===== src/rtl/nlc_pkg.sv =====
package nlc_pkg;

    localparam int COUNT_WIDTH = 32;
    localparam int QUEUE_DEPTH = 2;
    localparam int QPTR_W      = $clog2(QUEUE_DEPTH);
    localparam int QCNT_W      = $clog2(QUEUE_DEPTH + 1);
    localparam int CFG_INDEX_W = 1;
    localparam int CFG_DATA_W  = 16;

    localparam logic [CFG_INDEX_W-1:0] REG_CHECKSUM_ENFORCE = 1'd0;
    localparam logic [CFG_INDEX_W-1:0] REG_MAX_LINE_LENGTH  = 1'd1;

    localparam logic [7:0] CH_NEWLINE = 8'd10;
    localparam logic [7:0] CH_NUL     = 8'd0;
    localparam logic [7:0] CH_STAR    = 8'h2A;
    localparam logic [7:0] CH_DOLLAR  = 8'h24;
    localparam logic [7:0] CH_BANG    = 8'h21;
    localparam logic [7:0] CH_COMMA   = 8'h2C;

    localparam logic [15:0] POS_MAX          = 16'hFFFF;
    localparam logic [15:0] MAX_LINE_DEFAULT = 16'd128;

    typedef enum logic [1:0] {
        PH_SEARCH,
        PH_HEX_HI,
        PH_HEX_LO,
        PH_DONE
    } phase_t;

    typedef enum logic [1:0] {
        ST_VALID    = 2'd0,
        ST_STRUCT   = 2'd1,
        ST_BAD_CRC  = 2'd2
    } status_t;

    typedef struct packed {
        logic       crc_ok;
        logic       struct_ok;
        logic [7:0] xor_sum;
        logic       too_long;
    } line_summary_t;

    function automatic logic [7:0] hex_char(input logic [3:0] nib);
        logic [7:0] c;
        if (nib < 4'd10)
        begin
            c = 8'h30 + {4'd0, nib};
        end
        else
        begin
            c = 8'h37 + {4'd0, nib};
        end
        return c;
    endfunction

endpackage


===== src/rtl/nlc_front.sv =====
module nlc_front
    import nlc_pkg::*;
(
    input  logic          clk,
    input  logic          rst_n,
    input  logic          accept,
    input  logic [7:0]    data_byte,
    input  logic [15:0]   max_line_length,
    output logic          push,
    output line_summary_t summary
);

    phase_t      phase_reg, phase_next;
    logic [7:0]  xor_reg, xor_next;
    logic [15:0] pos_reg, pos_next;
    logic        hi_match_reg, hi_match_next;
    logic        lo_match_reg, lo_match_next;
    logic        dollar_reg, dollar_next;
    logic        comma_dollar_reg, comma_dollar_next;
    logic        bang_reg, bang_next;
    logic        comma_bang_reg, comma_bang_next;
    logic        ended_reg, ended_next;
    logic        live;
    logic        is_newline;

    always_ff @(posedge clk or negedge rst_n)
    begin
        if (!rst_n)
        begin
            phase_reg        <= PH_SEARCH;
            xor_reg          <= 8'd0;
            pos_reg          <= 16'd0;
            hi_match_reg     <= 1'b0;
            lo_match_reg     <= 1'b0;
            dollar_reg       <= 1'b0;
            comma_dollar_reg <= 1'b0;
            bang_reg         <= 1'b0;
            comma_bang_reg   <= 1'b0;
            ended_reg        <= 1'b0;
        end
        else if (accept)
        begin
            if (is_newline)
            begin
                phase_reg        <= PH_SEARCH;
                xor_reg          <= 8'd0;
                pos_reg          <= 16'd0;
                hi_match_reg     <= 1'b0;
                lo_match_reg     <= 1'b0;
                dollar_reg       <= 1'b0;
                comma_dollar_reg <= 1'b0;
                bang_reg         <= 1'b0;
                comma_bang_reg   <= 1'b0;
                ended_reg        <= 1'b0;
            end
            else
            begin
                phase_reg        <= phase_next;
                xor_reg          <= xor_next;
                pos_reg          <= pos_next;
                hi_match_reg     <= hi_match_next;
                lo_match_reg     <= lo_match_next;
                dollar_reg       <= dollar_next;
                comma_dollar_reg <= comma_dollar_next;
                bang_reg         <= bang_next;
                comma_bang_reg   <= comma_bang_next;
                ended_reg        <= ended_next;
            end
        end
    end

    always_comb
    begin
        is_newline        = (data_byte == CH_NEWLINE);
        ended_next        = ended_reg || (data_byte == CH_NUL);
        live              = !ended_next;
        phase_next        = phase_reg;
        xor_next          = xor_reg;
        hi_match_next     = hi_match_reg;
        lo_match_next     = lo_match_reg;
        dollar_next       = dollar_reg;
        comma_dollar_next = comma_dollar_reg;
        bang_next         = bang_reg;
        comma_bang_next   = comma_bang_reg;

        unique case (phase_reg)
            PH_HEX_HI:
            begin
                hi_match_next = (data_byte == hex_char(xor_reg[7:4]));
                phase_next    = PH_HEX_LO;
            end
            PH_HEX_LO:
            begin
                lo_match_next = (data_byte == hex_char(xor_reg[3:0]));
                phase_next    = PH_DONE;
            end
            PH_SEARCH:
            begin
                if (live && (pos_reg != 16'd0))
                begin
                    if (data_byte == CH_STAR)
                    begin
                        phase_next = PH_HEX_HI;
                    end
                    else
                    begin
                        xor_next = xor_reg ^ data_byte;
                    end
                end
            end
            default:
            begin
                phase_next = PH_DONE;
            end
        endcase

        if (live)
        begin
            if (data_byte == CH_COMMA)
            begin
                comma_dollar_next = comma_dollar_reg || dollar_reg;
                comma_bang_next   = comma_bang_reg || bang_reg;
            end
            else if (data_byte == CH_DOLLAR)
            begin
                dollar_next = 1'b1;
            end
            else if (data_byte == CH_BANG)
            begin
                bang_next = 1'b1;
            end
        end

        pos_next = (pos_reg != POS_MAX) ? pos_reg + 16'd1 : pos_reg;

        push              = accept && is_newline;
        summary.crc_ok    = (phase_next == PH_DONE) && hi_match_next && lo_match_next;
        summary.struct_ok = dollar_next ? comma_dollar_next : (bang_next && comma_bang_next);
        summary.xor_sum   = xor_next;
        summary.too_long  = (pos_reg > max_line_length);
    end

endmodule


===== config.mk =====
export PLATFORM = sky130hd
export DESIGN_NAME = nlc_front
export DESIGN_NICKNAME = d
export VERILOG_FILES = /design/src/rtl/nlc_pkg.sv /design/src/rtl/nlc_front.sv
export SDC_FILE = /design/constraint.sdc
export NUM_CORES = 1
export LEC_CHECK = 0
export BUFFER_PORTS_ARGS = -buffer_cell sky130_fd_sc_hd__buf_2
export CAP_MARGIN = 0
export CORE_UTILIZATION = 65
export CTS_BUF_LIST = sky130_fd_sc_hd__clkbuf_4 sky130_fd_sc_hd__clkbuf_8
export DETAILED_ROUTE_END_ITERATION = 6
export GPL_TIMING_DRIVEN = 1
export PLACE_DENSITY = 0.91
export SETUP_SLACK_MARGIN = 0.2
export SYNTH_ARGS = -nofsm -noshare
export SYNTH_HDL_FRONTEND = slang
export SYNTH_SLANG_ARGS = --single-unit

===== constraint.sdc =====
create_clock -name clk -period 4.21 [get_ports clk]
set_input_delay 0.421 -clock clk [delete_from_list [all_inputs] [get_ports clk]]
set_output_delay 0.421 -clock clk [all_outputs]
set_load 0.05 [all_outputs]

==> results of run 1 <==
## per-layer routing
layer  track usage, %  vias to the layer above  share of wire, %
met1             43.6                     1276                44
met5                0                        -                 0
met2             47.8                      136                46
met4             12.2                        0               1.8
met3             7.26                       17               7.8
li1                 -                     1316                 -
## cell families (layout without fill, tap and decap cells)
group | Yosys count | after routing | share of synthesized area (%)
buffers and inverters | 50 | 77 | 7.53
adders and majority gates | 20 | 20 | 8.96
and+or+nand+nor | 131 | 131 | 26.2
xor gates and xnor gates | 17 | 17 | 5.33
DFF | 33 | 33 | 29.6
muxes | 4 | 4 | 1.43
AOI/OAI and AO/OA | 93 | 93 | 21.0
## worst max-delay path, stage by stage, from the launching register on
cell	delay (ps)
dfrtp_1	490
inv_1	130
ha_1	290
and2_1	160
o21ai_0	140
nand4b_1	110
or4b_2	640
a21oi_1	160
buf_2	270
## cells in the mapped netlist, types with 2 or more instances
| master | n | share of area (%) |
|---|---|---|
| dfrtp_1 | 33 | 30 |
| nor2_1 | 25 | 3.4 |
| a211oi_1 | 2 | 0.54 |
| a21oi_1 | 30 | 5.4 |
| clkbuf_1 | 8 | 1.1 |
| nand4_1 | 8 | 1.8 |
| o31ai_1 | 6 | 1.6 |
| o21ai_0 | 21 | 3.8 |
| a21o_1 | 5 | 1.3 |
| xnor2_1 | 13 | 4.1 |
| inv_1 | 30 | 4.0 |
| ha_1 | 20 | 9.0 |
| nand4bb_1 | 3 | 1.2 |
| xor2_1 | 4 | 1.3 |
| nand3_1 | 15 | 2.7 |
| nand4b_1 | 2 | 0.63 |
| nor3_1 | 11 | 2.0 |
| a22oi_1 | 2 | 0.54 |
| nor4_1 | 4 | 0.90 |
| nor2b_1 | 11 | 2.5 |
| and4_1 | 4 | 1.3 |
| a31oi_1 | 6 | 1.3 |
| or3_1 | 10 | 2.2 |
| or4_1 | 3 | 0.81 |
| a41oi_1 | 2 | 0.63 |
| buf_2 | 9 | 1.6 |
| a211o_1 | 4 | 1.3 |
| mux2i_1 | 4 | 1.4 |
| nand2_1 | 22 | 3.0 |
| o22ai_1 | 3 | 0.67 |
| and2_1 | 3 | 0.67 |
| o211ai_1 | 5 | 1.3 |
| nand3b_1 | 2 | 0.54 |
## stage by stage
step / hold WS, ps / area, um2 / util [%] / std cells / setup WS [ps]
2_1_floorplan: 125 / 2790 / - / 348 / 1180
3_3_place_gp: 470 / 2950 / 72.8 / 417 / 1500
3_5_place_dp: 481 / 2950 / 72.8 / 417 / 1420
6_report: 181 / 3070 / 75.8 / 425 / 1100
5_1_grt: 258 / 3070 / 75.8 / 425 / 847
4_1_cts: 213 / 3070 / 75.8 / 425 / 1120
## worst paths after layout
path	from	endpoint	slack, ps	cells after the start
max in group asynchronous	rst_n	xor_reg[4]	3540	1
min	rst_n	xor_reg[5]	180	1
max reg2reg	pos_reg[0]	xor_reg[1]	1790	7
min in group clk	lo_match_reg	lo_match_reg	490	2
max	xor_reg[1]	summary[10]	1100	8
min reg2reg	lo_match_reg	lo_match_reg	490	2
## cell type report
class / count / area [um2]
clock inverter: 1 / 30.0
clock buffer: 7 / 90.1
timing repair buffer: 39 / 198
tap: 50 / 62.6
multi-input combinational: 265 / 1760
sequential: 33 / 826
fill: 286 / 983
inverter: 30 / 113
## power groups by stage
stage | logic [mW] | clock network, mW | registers (mW)
2_1_floorplan | 0.214 | 0 | 0.392
3_3_place_gp | 0.260 | 0 | 0.409
3_5_place_dp | 0.273 | 0 | 0.409
4_1_cts | 0.275 | 0.324 | 0.403
5_1_grt | 0.313 | 0.339 | 0.411
6_report | 0.276 | 0.320 | 0.405
==> results.tsv, run 1 <==
metric	value	unit
fmax	0.322	GHz
Worst-path clk slew	70	ps
Final Power	1.00	mW
Slew Limit Headroom	35.6	%
Max Root-Sink Buffers	2	
nets@finish	421	
DIE AREA	0.00456	mm2
Global Route Usage Sum	31.6	%
Residual DRC	0	
max FFs per register	16	
final setup vio count	0	
initial antenna violation count	0	
Via density	6.46	
Worst Path Arrival	2690	ps
crit path launch type	flop	
Post-synth EDFFs	0	
Leakage	1.44	nW
crit path time final	3110	ps
most common cell after layout, fill and taps aside	buf_2	
Seq cells post-synth	33	
crit path kind	reg -> out	
Warnings, synthesis	0	
Hold Violations, Final	0	
Die Wd	67.5	um
DRT iter0 DRCs	290	
power density over the cells	326	mW/mm2
I/O pin total	39	
Synth Area per Inst	8.02	um2
layout cell share with drive strength beyond 1	13.9	%
initial core utilization	68.8	%
H-Tree Depth	2	
RSZ-0062 raised after global routing	false	
TNS Setup	0	ps
WL final	6560	um
num rows	23	
most frequent cells in the layout	38 x buf_2, 33 x dfrtp_1, 30 x inv_1, 30 x a21oi_1, 25 x nor2_1	
ys async rst share	100	%
CTS Buf Count	5	
Die Ht	67.5	um
measured slew at the worst slew-check pin	958	ps
post-cts hold buffer count	0	
dpl hpwl	4670	um
first-pass GRT wire length	10700	um
switching power share of the total	33.9	%
Clk network pwr share	32.0	%
TritonCTS clock tree	done	
synthesized area	0.00279	mm2
pin count of the biggest net entering global routing	34	
CTS root buf	clkbuf_8	
Switch Pwr	0.340	mW
area grow syn2layout	10.1	%
max-slew violations	0	
post-synth cell types	51	
antenna cells	0	
Pint	0.662	mW
Worst IR Drop VDD	238	uV
synthesized instance count	348	
core area	0.00406	mm2
Net Count, Synth	395	
Crit Path Max Fanout	9	
I/O Buffers	38	
GPL Wtd Cong	0.876	
Final ANT Viol Nets	0	
min-delay worst type	in -> async	
clk sinks	33	
Seq pwr share	40.4	%
worst-skew pair later-pin latency	290	ps
required time of the critical path	3790	ps
Top FF cell, synth	dfrtp_1	
status	finished, final reports clean	
vias in the first global route	2355	
WL/cell	15.4	um
post-CTS setup repair buffer count	0	
Logic pwr share	27.6	%
post-synthesis sequential area ratio	29.6	%
gr ovfl total	0	
post_cts resized	0	
period utilization	73.9	%
DRT Pass-1 Iters	5	
Max-Cap Viols	0	
crit path capture type	output port	
via count	2745	
clock skew	8.04	ps
(Power assumes the default switching activity.)
==> inputs of run 2 (changes only) <==
--- a/config.mk
+++ b/config.mk
@@ -7,11 +7,11 @@
 export LEC_CHECK = 0
 export BUFFER_PORTS_ARGS = -buffer_cell sky130_fd_sc_hd__buf_2
 export CAP_MARGIN = 0
-export CORE_UTILIZATION = 65
+export CORE_UTILIZATION = 60
 export CTS_BUF_LIST = sky130_fd_sc_hd__clkbuf_4 sky130_fd_sc_hd__clkbuf_8
 export DETAILED_ROUTE_END_ITERATION = 6
 export GPL_TIMING_DRIVEN = 1
-export PLACE_DENSITY = 0.91
+export PLACE_DENSITY = 0.85
 export SETUP_SLACK_MARGIN = 0.2
 export SYNTH_ARGS = -nofsm -noshare
 export SYNTH_HDL_FRONTEND = slang
==> constraint.sdc (replaced) <==
create_clock -name clk -period 3.14 [get_ports clk]
set_input_delay 0.314 -clock clk [delete_from_list [all_inputs] [get_ports clk]]
set_output_delay 0.314 -clock clk [all_outputs]
set_load 0.05 [all_outputs]
==> results.tsv, run 2 (synthesis gave the netlist of run 1 again) <==
metric	value	unit	change
status	finished, final reports clean		unchanged
Max Root-Sink Buffers	2		unchanged
vias in the first global route	2471		was 2,355
clk sinks	33		unchanged
area grow syn2layout	11.7	%	was 10.1%
most common cell after layout, fill and taps aside	buf_2		unchanged
Max-Cap Viols	0		unchanged
crit path capture type	output port		unchanged
post-route setup slack	418	ps	was 1100 ps
initial core utilization	63.2	%	was 68.8%
CTS Buf Count	5		unchanged
Crit Path Max Fanout	7		was 9
Worst Path Arrival	2410	ps	was 2690 ps
Die Wd	70.2	um	was 67.5 um
worst setup slack after placement	429	ps	was 1420 ps
WL final	6720	um	was 6560 um
Via density	6.22		was 6.46
Slew Limit Headroom	43.4	%	was 35.6%
core area	0.00441	mm2	was 0.00406 mm2
min-delay worst type	in -> async		unchanged
clock skew	7.70	ps	was 8.04 ps
gr ovfl total	0		unchanged
Global Route Usage Sum	28.7	%	was 31.6%
H-Tree Depth	2		unchanged
crit path time final	2720	ps	
Leakage	1.45	nW	was 1.44 nW
layout cell share with drive strength beyond 1	15.3	%	was 13.9%
WL/cell	15.6	um	was 15.4 um
DIE AREA	0.00493	mm2	was 0.00456 mm2
most frequent cells in the layout	37 x buf_2, 32 x dfrtp_1, 30 x inv_1, 30 x a21oi_1, 25 x nor2_1		was 38 x buf_2, 33 x dfrtp_1, 30 x inv_1, 30 x a21oi_1, 25 x nor2_1
Worst-path clk slew	70	ps	about the same
Die Ht	70.2	um	was 67.5 um
power density over the cells	433	mW/mm2	was 326 mW/mm2
multi-input logic area	0.00176	mm2	about the same
initial antenna violation count	0		unchanged
final setup vio count	0		unchanged
CTS root buf	clkbuf_8		unchanged
period utilization	86.7	%	
reg-to-reg critical path startpoint	pos_reg[10]		was pos_reg[0]
pin count of the biggest net entering global routing	34		unchanged
max-slew violations	0		unchanged
TNS Setup	0	ps	unchanged
nets@finish	425		was 421
Final ANT Viol Nets	0		unchanged
Min Hold Slack	94.2	ps	was 181 ps
via count	2682		was 2,745
dpl hpwl	4720	um	was 4670 um
RSZ-0062 raised after global routing	false		unchanged
antenna cells	0		unchanged
measured slew at the worst slew-check pin	848	ps	was 958 ps
max FFs per register	16		unchanged
Hold Violations, Final	0		unchanged
sequential cell area	827	um2	was 826 um2
post-cts hold buffer count	0		unchanged
DRT Pass-1 Iters	5		unchanged
Final Power	1.35	mW	was 1.00 mW
first-pass GRT wire length	11400	um	was 10,700 um
num rows	24		was 23
Filler cells	374		was 286
DRT iter0 DRCs	224		was 290
I/O pin total	39		unchanged
worst-skew pair later-pin latency	290	ps	about the same
Residual DRC	0		unchanged
fmax	0.367	GHz	
crit path launch type	flop		unchanged
TritonCTS clock tree	done		unchanged
Setup crit start	xor_reg[1]		unchanged
required time of the critical path	2830	ps	was 3790 ps
GPL Wtd Cong	0.927		was 0.876
crit path kind	reg -> out		unchanged
I/O Buffers	38		unchanged
Worst IR Drop VDD	325	uV	was 238 uV
==> run 2: per-layer routing <==
| layer | part of all wire, % | up-vias | global-route usage [%] |
|---|---|---|---|
| met1 | 46 | 1279 | 39.9 |
| met4 | 0.92 | 0 | 7.11 |
| li1 | - | 1326 | - |
| met5 | 0 | - | 0 |
| met3 | 5.5 | 8 | 3.90 |
| met2 | 47 | 69 | 47.2 |
==> run 2: metrics by stage <==
stage,utilization [%],cell area [um2],cells
finish,70.7,3120,431
global route,70.7,3120,431
CTS,70.2,3100,429
detailed placement,67.3,2970,421
global placement,67.3,2970,421
floorplan,-,2790,348
==> run 2: cell type report <==
class / instances / share of cell area [%]
multi-input cells: 265 / 56.6
flip-flops and latches: 33 / 26.5
repair buffers: 43 / 7.38
inverters: 30 / 3.61
clock buffers: 6 / 2.65
well taps: 52 / 2.09
clock inverters: 2 / 1.20
==> run 2: final timing paths <==
path,end,slack (ps),cells past startpoint
worst max-delay path,summary[10],420,8
worst min-delay path,xor_reg[4],90,1
worst max register to register,pos_reg[11],900,5
worst min register to register,lo_match_reg,510,2
max in group asynchronous,xor_reg[1],2520,1
min in group clk,xor_reg[7],380,3
==> run 2: power breakdown <==
part	total (mW)	internal, mW	switching [mW]
combinational	0.377	0.152	0.224
clock	0.432	0.258	0.174
sequential	0.541	0.469	0.0726
==> run 2: critical path: stages (launching register included) <==
cell and delay (ps):
dfrtp_2 450, inv_1 120, ha_1 230, and2_1 160, o21ai_1 120, nand4b_1 110, or4b_4 540, a21oi_1 160
buf_4 210
==> run 2: what timing repair did <==
item / 4_1_cts / 5_1_grt
gates resized for setup: 3 / 3
pin swaps: 0 / 0
buffers inserted: 0 / 2
endpoints found under the setup margin: 3 / 6
